--- src/rtl/core/sgfa_pkg.sv ---
// sgfa_pkg: shared widths, codes and controller/datapath interface structs
// for the softened gravity force accumulator; no dependencies
package sgfa_pkg;

    // field widths
    localparam int ACT_W     = 2;
    localparam int SLOT_W    = 6;
    localparam int POS_W     = 24;
    localparam int MASS_W    = 16;
    localparam int GAIN_W    = 16;
    localparam int MCNT_W    = 7;
    localparam int FCNT_W    = 5;
    localparam int IDX_W     = 6;
    localparam int CFG_IDX_W = 2;
    localparam int CFG_DAT_W = 16;

    // arithmetic widths
    localparam int MAG_W   = POS_W + 1;        // |dx| below 2^24
    localparam int SQ2_W   = 2 * MAG_W;        // dx*dx
    localparam int R2_W    = SQ2_W;            // dx*dx + dy*dy
    localparam int GM1_W   = GAIN_W + MASS_W;  // G*ma
    localparam int GMM_W   = GM1_W + MASS_W;   // G*ma*mb
    localparam int NUM_W   = 64;               // divider dividend
    localparam int Q_W     = 42;               // pull coefficient
    localparam int QH_W    = Q_W / 2;          // coefficient half for the term multiply
    localparam int PP_W    = QH_W + MAG_W;
    localparam int PROD_W  = PP_W + QH_W;
    localparam int SQV_W   = 23;               // near-field r2 fits here
    localparam int SQR_W   = SQV_W + 1;
    localparam int SQS_W   = 12;               // isqrt of near-field r2
    localparam int DCNT_W  = 6;                // 64 quotient bits

    // soft-zone threshold (100 in Q.16) and near-field divisor (1000 * 256)
    localparam logic [R2_W-1:0] SOFT_R2  = R2_W'(6553600);
    localparam logic [R2_W-1:0] SOFT_DIV = R2_W'(256000);
    localparam logic [SQV_W-1:0] SQ_BIT_INIT = SQV_W'(1) << (SQV_W - 1);
    localparam logic [DCNT_W-1:0] DCNT_LAST = '1;

    // request action codes
    localparam logic [ACT_W-1:0] ACT_LOAD_MOVING = 2'd0;
    localparam logic [ACT_W-1:0] ACT_LOAD_FIXED  = 2'd1;
    localparam logic [ACT_W-1:0] ACT_COMPUTE     = 2'd2;

    // configuration register indexes
    localparam logic [CFG_IDX_W-1:0] CFG_GRAVITY_GAIN = 2'd0;
    localparam logic [CFG_IDX_W-1:0] CFG_MOVING_COUNT = 2'd1;
    localparam logic [CFG_IDX_W-1:0] CFG_FIXED_COUNT  = 2'd2;

    typedef struct packed {
        logic wr_moving;
        logic wr_fixed;
        logic start;
        logic rd_row;
        logic ld_row;
        logic rd_fix;
        logic ld_fix;
        logic rd_mov;
        logic ld_mov;
        logic p_diff;
        logic p_sq;
        logic p_r2;
        logic div_far;
        logic sqrt_init;
        logic sqrt_step;
        logic near_mul;
        logic div_near;
        logic div_step;
        logic t_lo;
        logic t_hi;
        logic t_term;
        logic acc_fix;
        logic acc_pair;
        logic row_wr;
        logic rd_out;
        logic out_load;
        logic out_last;
    } t_cmd;

    typedef struct packed {
        logic men_i;
        logic men_j;
        logic fen_j;
        logic far;
        logic sqrt_last;
        logic div_last;
        logic out_free;
    } t_sts;

endpackage

--- src/rtl/core/sgfa_ctrl.sv ---
// sgfa_ctrl: sequencer for loads, the pair walk, the pull steps and result output
// depends on sgfa_pkg
module sgfa_ctrl #(
    parameter int MAX_MOVING = 64,
    parameter int MAX_FIXED  = 16,
    localparam int MC = $clog2(MAX_MOVING + 1),
    localparam int FC = $clog2(MAX_FIXED + 1)
) (
    input  logic                         i_clk,
    input  logic                         i_rst_n,
    input  logic                         i_valid,
    input  logic [sgfa_pkg::ACT_W-1:0]   i_action,
    output logic                         o_stall,
    input  logic [sgfa_pkg::MCNT_W-1:0]  i_moving_count,
    input  logic [sgfa_pkg::FCNT_W-1:0]  i_fixed_count,
    input  sgfa_pkg::t_sts               i_sts,
    output sgfa_pkg::t_cmd               o_cmd,
    output logic [MC-1:0]                o_i,
    output logic [MC-1:0]                o_jm,
    output logic [FC-1:0]                o_jf
);
    import sgfa_pkg::*;

    typedef enum logic [21:0] {
        S_IDLE    = 22'h000001,
        S_ROW     = 22'h000002,
        S_ROW_LD  = 22'h000004,
        S_FIX     = 22'h000008,
        S_FIX_LD  = 22'h000010,
        S_MOV     = 22'h000020,
        S_MOV_LD  = 22'h000040,
        S_P_DIFF  = 22'h000080,
        S_P_SQ    = 22'h000100,
        S_P_R2    = 22'h000200,
        S_P_SEL   = 22'h000400,
        S_P_SQRT  = 22'h000800,
        S_P_NMUL  = 22'h001000,
        S_P_NDIV  = 22'h002000,
        S_P_DIV   = 22'h004000,
        S_P_TLO   = 22'h008000,
        S_P_THI   = 22'h010000,
        S_P_TERM  = 22'h020000,
        S_P_ACC   = 22'h040000,
        S_ROW_END = 22'h080000,
        S_OUT_RD  = 22'h100000,
        S_OUT_WR  = 22'h200000
    } t_state;

    t_state         r_state, n_state;
    logic [MC-1:0]  r_i, n_i, r_jm, n_jm, r_nm, n_nm;
    logic [FC-1:0]  r_jf, n_jf, r_nf, n_nf;
    logic           r_pair, n_pair;
    logic           accept;
    logic [MC-1:0]  nm_clamp;
    logic [FC-1:0]  nf_clamp;
    t_cmd           cmd;

    assign accept   = i_valid && (r_state == S_IDLE);
    assign nm_clamp = (int'(i_moving_count) > MAX_MOVING) ? MC'(MAX_MOVING)
                                                          : MC'(i_moving_count);
    assign nf_clamp = (int'(i_fixed_count) > MAX_FIXED) ? FC'(MAX_FIXED)
                                                        : FC'(i_fixed_count);

    always_comb begin
        n_state = r_state;
        n_i     = r_i;
        n_jm    = r_jm;
        n_jf    = r_jf;
        n_nm    = r_nm;
        n_nf    = r_nf;
        n_pair  = r_pair;
        cmd     = '0;
        case (r_state)
            S_IDLE: begin
                if (accept) begin
                    cmd.wr_moving = (i_action == ACT_LOAD_MOVING);
                    cmd.wr_fixed  = (i_action == ACT_LOAD_FIXED);
                    if ((i_action == ACT_COMPUTE) && (nm_clamp != '0)) begin
                        cmd.start = 1'b1;
                        n_nm      = nm_clamp;
                        n_nf      = nf_clamp;
                        n_i       = '0;
                        n_state   = S_ROW;
                    end
                end
            end
            S_ROW: begin
                if (r_i == r_nm) begin
                    n_i     = '0;
                    n_state = S_OUT_RD;
                end else if (!i_sts.men_i) begin
                    n_i = r_i + MC'(1);
                end else begin
                    cmd.rd_row = 1'b1;
                    n_state    = S_ROW_LD;
                end
            end
            S_ROW_LD: begin
                cmd.ld_row = 1'b1;
                n_jf       = '0;
                n_state    = S_FIX;
            end
            S_FIX: begin
                if (r_jf == r_nf) begin
                    n_jm    = r_i + MC'(1);
                    n_state = S_MOV;
                end else if (!i_sts.fen_j) begin
                    n_jf = r_jf + FC'(1);
                end else begin
                    cmd.rd_fix = 1'b1;
                    n_state    = S_FIX_LD;
                end
            end
            S_FIX_LD: begin
                cmd.ld_fix = 1'b1;
                n_pair     = 1'b0;
                n_state    = S_P_DIFF;
            end
            S_MOV: begin
                if (r_jm == r_nm) begin
                    n_state = S_ROW_END;
                end else if (!i_sts.men_j) begin
                    n_jm = r_jm + MC'(1);
                end else begin
                    cmd.rd_mov = 1'b1;
                    n_state    = S_MOV_LD;
                end
            end
            S_MOV_LD: begin
                cmd.ld_mov = 1'b1;
                n_pair     = 1'b1;
                n_state    = S_P_DIFF;
            end
            S_P_DIFF: begin
                cmd.p_diff = 1'b1;
                n_state    = S_P_SQ;
            end
            S_P_SQ: begin
                cmd.p_sq = 1'b1;
                n_state  = S_P_R2;
            end
            S_P_R2: begin
                cmd.p_r2 = 1'b1;
                n_state  = S_P_SEL;
            end
            S_P_SEL: begin
                if (i_sts.far) begin
                    cmd.div_far = 1'b1;
                    n_state     = S_P_DIV;
                end else begin
                    cmd.sqrt_init = 1'b1;
                    n_state       = S_P_SQRT;
                end
            end
            S_P_SQRT: begin
                cmd.sqrt_step = 1'b1;
                if (i_sts.sqrt_last) begin
                    n_state = S_P_NMUL;
                end
            end
            S_P_NMUL: begin
                cmd.near_mul = 1'b1;
                n_state      = S_P_NDIV;
            end
            S_P_NDIV: begin
                cmd.div_near = 1'b1;
                n_state      = S_P_DIV;
            end
            S_P_DIV: begin
                cmd.div_step = 1'b1;
                if (i_sts.div_last) begin
                    n_state = S_P_TLO;
                end
            end
            S_P_TLO: begin
                cmd.t_lo = 1'b1;
                n_state  = S_P_THI;
            end
            S_P_THI: begin
                cmd.t_hi = 1'b1;
                n_state  = S_P_TERM;
            end
            S_P_TERM: begin
                cmd.t_term = 1'b1;
                n_state    = S_P_ACC;
            end
            S_P_ACC: begin
                if (r_pair) begin
                    cmd.acc_pair = 1'b1;
                    n_jm         = r_jm + MC'(1);
                    n_state      = S_MOV;
                end else begin
                    cmd.acc_fix = 1'b1;
                    n_jf        = r_jf + FC'(1);
                    n_state     = S_FIX;
                end
            end
            S_ROW_END: begin
                cmd.row_wr = 1'b1;
                n_i        = r_i + MC'(1);
                n_state    = S_ROW;
            end
            S_OUT_RD: begin
                cmd.rd_out = 1'b1;
                n_state    = S_OUT_WR;
            end
            S_OUT_WR: begin
                if (i_sts.out_free) begin
                    cmd.out_load = 1'b1;
                    cmd.out_last = ((r_i + MC'(1)) == r_nm);
                    if (cmd.out_last) begin
                        n_state = S_IDLE;
                    end else begin
                        n_i     = r_i + MC'(1);
                        n_state = S_OUT_RD;
                    end
                end
            end
            default: begin
                n_state = S_IDLE;
            end
        endcase
    end

    always_ff @(posedge i_clk) begin
        if (!i_rst_n) begin
            r_state <= S_IDLE;
            r_i     <= '0;
            r_jm    <= '0;
            r_jf    <= '0;
            r_nm    <= '0;
            r_nf    <= '0;
            r_pair  <= 1'b0;
        end else begin
            r_state <= n_state;
            r_i     <= n_i;
            r_jm    <= n_jm;
            r_jf    <= n_jf;
            r_nm    <= n_nm;
            r_nf    <= n_nf;
            r_pair  <= n_pair;
        end
    end

    assign o_stall = (r_state != S_IDLE);
    assign o_cmd   = cmd;
    assign o_i     = r_i;
    assign o_jm    = r_jm;
    assign o_jf    = r_jf;
endmodule

--- config.mk ---
export PLATFORM = sky130hd
export DESIGN_NAME = sgfa_ctrl
export DESIGN_NICKNAME = d
export VERILOG_FILES = /design/src/rtl/core/sgfa_pkg.sv /design/src/rtl/core/sgfa_ctrl.sv
export SDC_FILE = /design/constraint.sdc
export NUM_CORES = 1
export LEC_CHECK = 0
export BUFFER_PORTS_ARGS = -buffer_cell sky130_fd_sc_hd__buf_2
export CAP_MARGIN = 30
export CORE_AREA = 4 4 92 94
export CTS_BUF_LIST = sky130_fd_sc_hd__clkbuf_4
export CTS_CLUSTER_SIZE = 10
export DETAILED_ROUTE_END_ITERATION = 7
export DIE_AREA = 0 0 96 98
export PLACE_DENSITY_LB_ADDON = 0.05
export SYNTH_ARGS = -nofsm -noshare
export SYNTH_HDL_FRONTEND = slang
export SYNTH_SLANG_ARGS = --single-unit
--- constraint.sdc ---
create_clock -name i_clk -period 2.85 [get_ports i_clk]
set_input_delay 0.1425 -clock i_clk [delete_from_list [all_inputs] [get_ports i_clk]]
set_output_delay 0.1425 -clock i_clk [all_outputs]
set_load 0.01 [all_outputs]
Word-level counts from Yosys, hierarchy flattened
Index checks and enable logic that the tools add are counted.
Storage, ports and cells
  bits in registers: 54
  word-level logic and storage cells: 141
  bits of input ports: 24
  output and inout bits: 47
Cells by class
  eq/ne operators: 46
  order comparisons: 2
  multiplexer cells: 69
  $add $sub $neg: 3
  reduce and logical (&&, ||, !) cells: 14
Operators with widths (number)
  $pmux W22 S21: 1
  $mux W22: 11
  $mux W7: 11
  $mux W1: 29
  $pmux W7 S4: 1
  $ne A2 B2 Y1 const B: 12
  $eq A22 B1 Y1 const B: 1
  $eq A22 B10 Y1 const B: 1
  $eq A22 B11 Y1 const B: 1
  $eq A22 B12 Y1 const B: 1
  $eq A22 B13 Y1 const B: 1
  $eq A22 B14 Y1 const B: 1
  $eq A22 B15 Y1 const B: 1
  $eq A22 B16 Y1 const B: 1
  $eq A22 B17 Y1 const B: 1
  $eq A22 B18 Y1 const B: 1
  $eq A22 B19 Y1 const B: 1
  $eq A22 B2 Y1 const B: 1
  $eq A22 B20 Y1 const B: 1
  $eq A22 B21 Y1 const B: 1
  $eq A22 B22 Y1 const B: 1
  $eq A22 B3 Y1 const B: 1
  $eq A22 B4 Y1 const B: 1
  $eq A22 B5 Y1 const B: 1
  other kinds (36): 51

Depth between registers and ports, before layout
Gate-level depths: netlist of run 1.
  depth after elaboration: 7
  depth in mapped cells: 9
  gate-level depth less buffers: 8

Worst setup path after synthesis of run 1
Ideal clock, no wire load.
  path kind: register to register
  start point: register r_state[8]
  end point: register r_jm[0], in the netlist o_jm[0]
  arrival time: 2467 ps
  buffers on the path: 0
  data required time: 2774 ps
  path slack: 307 ps
  clock period less this slack: 2543 ps
  setup time: 76 ps
  cell stages (with the launch flop): 8
  cells stage by stage: dfxtp_1 -> nor4_4 -> nand4_4 -> or4_4 -> and2_4 -> a211o_4 -> or3_1 -> a31oi_1
Between the ends
  longest elaborated chain between the ends: 3
  elaborated cells on any way between the ends: 10
  classes of those cells: eq/ne: 7; mux: 1; reduce/logical: 2
Ends and longest elaborated chain
  from (decl): line sgfa_ctrl.sv:49  | t_state r_state, n_state;
  from (signal assigned): line sgfa_ctrl.sv:235  | r_state <= n_state;
  $eq A22 B6 Y1, or another cell as far along: line sgfa_ctrl.sv:73  | case (r_state)
  $ne A2 B2 Y1 (no line) / $reduce_bool A3 Y1 (equally long branches)
  $reduce_and A5 Y1 (no line)
  to (signal assigned): line sgfa_ctrl.sv:237  | r_jm <= n_jm;
  to (decl): line sgfa_ctrl.sv:50  | logic [MC-1:0] r_i, n_i, r_jm, n_jm, r_nm, n_nm;
Several ways; a longest one is shown, not always the timed one.
A chain may end at the register's enable or synchronous reset.

==> metrics.txt, run 1 <==
most common cell after layout, fill and taps aside=buf_2; Total GRT Usage=20.77%; Min-Delay Path Depth=3; post-detail-place hpwl=7.499 mm; post-DR vias/cell=5.633; Peak Freq=370.9 MHz; WP depth=6; # diodes=0; Leak Pwr=1.687 nW; commonest cells after routing, fill and taps aside=buf_2, dfxtp_1, nor2_1, a21oi_1, nand2_1; Reg clk slew, reported paths=0.15 ns; Final Instance Count excl. Fillers=599; post-synthesis cell area=3372 um^2; final WL=9.658 mm; Port Buffers=70; Worst Tran Pin Value=0.5389 ns; met1 Use GR=27.23%; Max IR drop VDD=0.1822 mV; critical path peak fanout=8; drt first pass iters=4; vias in the first global route=3,195; Setup TNS Final=0 ns; Async SR Flop Fraction=0%; final hold vios=0; Main synth FF type=dfxtp_1; global-route wire length before repair=15.79 mm; register area share after synthesis=32.06%; crit-path cells=nor4_4, nand4_4, buf_4, or4_2, nor2_1, buf_2; MaxCap Viol Count=0; initial antenna violation count=0; Synth Register Bits=54; DRC viols=0; Relative slew margins=64.00%; Synth Warn #=0; Layout Skew=0.008808 ns; Worst setup EP type=output port; worst skew pair latency=0.38 ns; post-synthesis instance total=420; Hold Path Class=in -> reg; H-Tree Depth=2; die height=98 um; Root Buffer=clkbuf_4; critical path startpoint category=flop; syn_area_per_cell=8.029 um^2; Die Width=96 um; met3 Use GR=2.851%; peak per-stage delay on the critical path=0.70 ns; fin util=52.27%; largest net degree at the start of global routing=36; min cycle time layout=2.696 ns; num rows=32; Max Slew Vio Count=0; core area=7647 um^2; Net count, final=525; Yosys cell types=60; CTS Hold Bufs=0; Req. time, crit path=2.71 ns; Starting Density=44.09%; total congestion overflow=0; Top Ports=71; Inst Count DP=592; Post-synth EDFFs=0; Antenna Violating Nets Remaining=0; status=completed; share of layout cells above drive strength 1=23.94%; via count=3,374; Setup violations, final=0; buffers plus inverters on the worst setup path=2; R2R depth=8; Arr. time, crit path=2.55 ns; clk sinks=54; CTS tree=yes; syn_nets=447; maximum clock path buffer count=2; per-cell routed wire length=16.12 um; DIE AREA=9408 um^2; CP delay by family, top=simple AND/OR/NAND/NOR gates; crit share post-route=94.60%; crit path kind=reg -> out; DR iter-0 viols=133; Layout area overhead=18.55%; Worst path slowest cell=or4_2; grt met2 use=36.17%; grt peak-use layer=met2; GP Congestion=0.8787; CTS Buf Count=5; P per Cell Area=401.4 nW/um^2
-- routing by layer --
| layer | part of all wire, % | up-vias |
|---|---|---|
| met2 | 50 | 69 |
| met4 | 0.63 | 0 |
| met3 | 4.4 | 5 |
| li1 | - | 1694 |
| met5 | 0 | - |
| met1 | 45 | 1606 |
-- cells by family (layout without fill, tap and decap cells) --
group,count (synthesis),after routing,share of synthesized area (%)
compound gates,73,73,13.84
simple gates,224,224,39.30
xor+xnor,39,39,10.54
flops,54,54,32.06
buf+inv,27,104,3.154
fa+ha+maj,3,3,1.113
-- synthesized netlist by cell type (2+ instances only) --
cell type,count,area [um^2]
a211oi_1,5,37.54
a21oi_1,29,145.1
a311oi_1,2,17.52
a31oi_1,6,37.54
and2_1,13,81.33
and3_1,5,31.28
and4b_1,3,30.03
clkbuf_1,14,52.55
dfxtp_1,54,1081
ha_1,3,37.54
inv_1,10,37.54
nand2_1,28,105.1
nand2b_1,7,43.79
nand3_1,13,65.06
nand3b_1,5,37.54
nand4_1,6,37.54
nand4b_1,5,43.79
nor2_1,53,198.9
nor3_1,21,105.1
nor3b_1,15,112.6
nor4_1,13,81.33
nor4_4,2,42.54
nor4b_1,7,61.31
o2111ai_1,2,17.52
o21ai_0,15,75.07
or2_2,3,18.77
or3_1,7,43.79
or4_1,3,22.52
or4_2,2,17.52
or4b_1,3,30.03
xnor2_1,18,157.7
xor2_1,20,175.2
-- worst paths after layout --
kind,start,endpoint,slack [ns]
worst max register to register,r_state[8],r_state[4],0.15
worst min register to register,r_nf[4],r_nf[4],0.48
worst max-delay path,r_state[8],o_cmd[4],0.15
worst min-delay path,i_fixed_count[0],r_nf[0],0.02
-- state kept, by name, summed over array words and instances, names as in the netlist --
name and cells:
r_pair 1, o_jm 7, r_state 22, o_i 7
r_nm 7, o_jf 5, r_nf 5
-- worst reg2reg max path: stages, from the launching register on --
cell and delay [ns]:
dfxtp_1 0.40, nor4_4 0.46, nand4_4 0.14, buf_4 0.19, or4_2 0.60, o22ai_1 0.21
or3_1 0.14, o21bai_1 0.19, a311oi_1 0.29
-- final cells by class --
class | count | area, um^2
Clock buffer | 5 | 37.54
Fill cell | 780 | 3650
Sequential cell | 54 | 1082
Multi-Input combinational cell | 339 | 2227
Clock inverter | 1 | 3.754
Timing Repair Buffer | 87 | 478.0
Tap cell | 102 | 127.6
Inverter | 11 | 41.29
-- what timing repair did --
item | 4_1_cts | 5_1_grt
buffers inserted | 0 | 1
gates resized for setup | 1 | 8
setup endpoints to repair | 1 | 22
pin swaps | 0 | 2
-- metrics by stage --
stage | worst slack, ns | area, um^2 | hold WS, ns | power, mW
2_1_floorplan | 0.3071 | 3372 | 0.2830 | 1.123
3_5_place_dp | 0.1302 | 3905 | 0.4217 | 1.270
3_3_place_gp | 0.2164 | 3905 | 0.4142 | 1.266
4_1_cts | 0.01937 | 3949 | 0.001502 | 1.593
5_1_grt | -0.005142 | 3998 | 0.003790 | 1.697
6_report | 0.1538 | 3998 | 0.02236 | 1.605
-- power by group --
| part | internal, mW | switching [mW] | total (mW) |
|---|---|---|---|
| Combinational | 0.186 | 0.301 | 0.487 |
| Sequential | 0.774 | 0.0222 | 0.796 |
| Clock | 0.0852 | 0.237 | 0.322 |
No activity file was read; power rests on OpenSTA's default activity.
==> run 2: changes to the inputs <==
Settings changed: CORE_AREA 4 4 92 94 to 4 4 82 84, DIE_AREA 0 0 96 98 to 0 0 86 88.
==> run 2 against run 1 <==
  * Fmax shrank 2.7%
  * Non-clock buffer count grew 7
  * Critical path depth is the same
  * Worst hold slack is essentially flat
  * Largest power group unchanged
==> metrics.txt, run 2 (synthesized netlist as in run 1, its figures left out) <==
status=completed (unchanged); Arr. time, crit path=2.63 ns (was 2.55 ns); most common cell after layout, fill and taps aside=buf_2 (unchanged); Relative slew margins=61.35% (was 64.00%); Sequential Power Share=49.3% (was 49.6%); die height=88 um (was 98 um); CTS Hold Bufs=0 (unchanged); Top Ports=71 (unchanged); Net Sw Frac=33.82% (was 34.91%); commonest cells after routing, fill and taps aside=buf_2, dfxtp_1, nor2_1, a21oi_1, nand2_1 (unchanged); min cycle time layout=2.770 ns (was 2.696 ns); Net count, final=532 (was 525); DIE AREA=7568 um^2 (was 9408 um^2); Antenna Violating Nets Remaining=0 (unchanged); Reg clk slew, reported paths=0.16 ns (was 0.15 ns); clock group share of total power=21.0% (was 20.1%); r2r setup slk=0.12 ns (was 0.15 ns); Peak Freq=361.0 MHz (was 370.9 MHz); Final Instance Count excl. Fillers=581 (was 599); Worst Tran Pin Value=0.5744 ns (was 0.5389 ns); Hold Path Class=in -> reg (unchanged); Req. time, crit path=2.71 ns (about the same); cell internal pwr=1.066 mW (was 1.045 mW); MaxCap Viol Count=0 (unchanged); final WL=9.375 mm (was 9.658 mm); Max IR drop VDD=0.2012 mV (was 0.1822 mV); Die Width=86 um (was 96 um); Max Slew Vio Count=0 (unchanged); vias in the first global route=3,187 (was 3,195); post-detail-place hpwl=7.277 mm (was 7.499 mm); Sw Pwr=545.0 uW (was 560.2 uW); DR iter-0 viols=188 (was 133); R2R depth=8 (unchanged); core area=5921 um^2 (was 7647 um^2); worst skew pair latency=0.38 ns (about the same); max FFs per register=22 (unchanged); Worst setup EP type=output port (unchanged); Starting Density=56.95% (was 44.09%); Setup violations, final=0 (unchanged); share of layout cells above drive strength 1=24.31% (was 23.94%); fin util=67.58% (was 52.27%); final hold vios=0 (unchanged); Design Power=1.611 mW (was 1.605 mW); largest net degree at the start of global routing=36 (unchanged); Layout Skew=0.01227 ns (was 0.008808 ns); critical path peak fanout=7 (was 8); Biggest register=r_state (unchanged); per-cell routed wire length=16.14 um (was 16.12 um); CTS Buf Count=5 (unchanged); num rows=28 (was 32); P per Cell Area=402.7 nW/um^2 (was 401.4 nW/um^2); Inst Count DP=571 (was 592); Root Buffer=clkbuf_4 (unchanged); # diodes=0 (unchanged); H-Tree Depth=2 (unchanged); via count=3,471 (was 3,374); drt first pass iters=5 (was 4); CTS tree=yes (unchanged); crit share post-route=97.20% (was 94.60%); Port Buffers=70 (unchanged); clk sinks=54 (unchanged); Min-Delay Path Depth=3 (unchanged); initial antenna violation count=0 (unchanged); Layout area overhead=18.66% (was 18.55%); Total GRT Usage=25.32% (was 20.77%); Logic pwr share=29.7% (was 30.3%); Fillers=549 (was 780); GP Congestion=0.9260 (was 0.8787); global-route wire length before repair=15.31 mm (was 15.79 mm); total congestion overflow=0 (unchanged); post-DR vias/cell=5.974 (was 5.633); Leak Pwr=1.721 nW (was 1.687 nW); crit path kind=reg -> out (unchanged); critical path startpoint category=flop (unchanged); maximum clock path buffer count=2 (unchanged); DRC viols=0 (unchanged)
[run 2: area by class of cell]
type / instances / area [um^2] / share of cell area [%]
Multi-Input combinational cell: 339 / 2203 / 55.07
Sequential cell: 54 / 1081 / 27.02
Timing Repair Buffer: 94 / 528.0 / 13.20
Tap cell: 75 / 93.84 / 2.345
Clock buffer: 6 / 45.04 / 1.126
Inverter: 11 / 41.29 / 1.032
Clock inverter: 2 / 8.758 / 0.2189
[run 2: worst paths after layout]
kind	end	start
worst min-delay path	r_nf[2]	i_fixed_count[2]
worst max-delay path	o_cmd[16]	r_state[4]
worst min register to register	r_nf[2]	r_nf[2]
worst max register to register	o_jm[0]	r_state[11]
[run 2: critical path: stages, from the launching register on]
cell and delay (ns):
dfxtp_1 0.42, nor4_4 0.42, nand4_1 0.19, buf_4 0.19, or4_1 0.48, nor3b_1 0.36
buf_2 0.21
[run 2: through the flow]
| stage | worst slack, ns | hold WS, ns | TNS (ns) | instance area [um^2] |
|---|---|---|---|---|
| global route | -0.0005043 | 0.007245 | -0.0005043 | 4001 |
| global placement | 0.2092 | 0.4163 | 0 | 3909 |
| CTS | 0.1186 | 0.008197 | 0 | 3968 |
| finish | 0.07975 | 0.02259 | 0 | 4001 |
| detailed placement | 0.1496 | 0.4228 | 0 | 3914 |
| floorplan | 0.3071 | 0.2830 | 0 | 3372 |
[run 2: timing repair]
item / CTS / global route
buffers inserted: 0 / 2
endpoints found under the setup margin: 0 / 9
hold endpoints to repair: 0 / 0
resized for setup: 0 / 4
[run 2: power groups by stage]
stage	combinational [mW]	sequential [mW]	clock, mW
final	0.478	0.794	0.339
after global routing	0.529	0.796	0.379
after CTS	0.471	0.794	0.350
after detailed placement	0.469	0.810	0
after global placement	0.464	0.809	0
after floorplan	0.318	0.804	0
[run 2: routing by layer]
layer	routed length, um	track usage (%)	up-vias
li1	-	-	1708
met1	4150	31.55	1636
met2	4528	44.64	107
met3	474	3.763	20
met4	221	8.633	0
met5	0	0	-
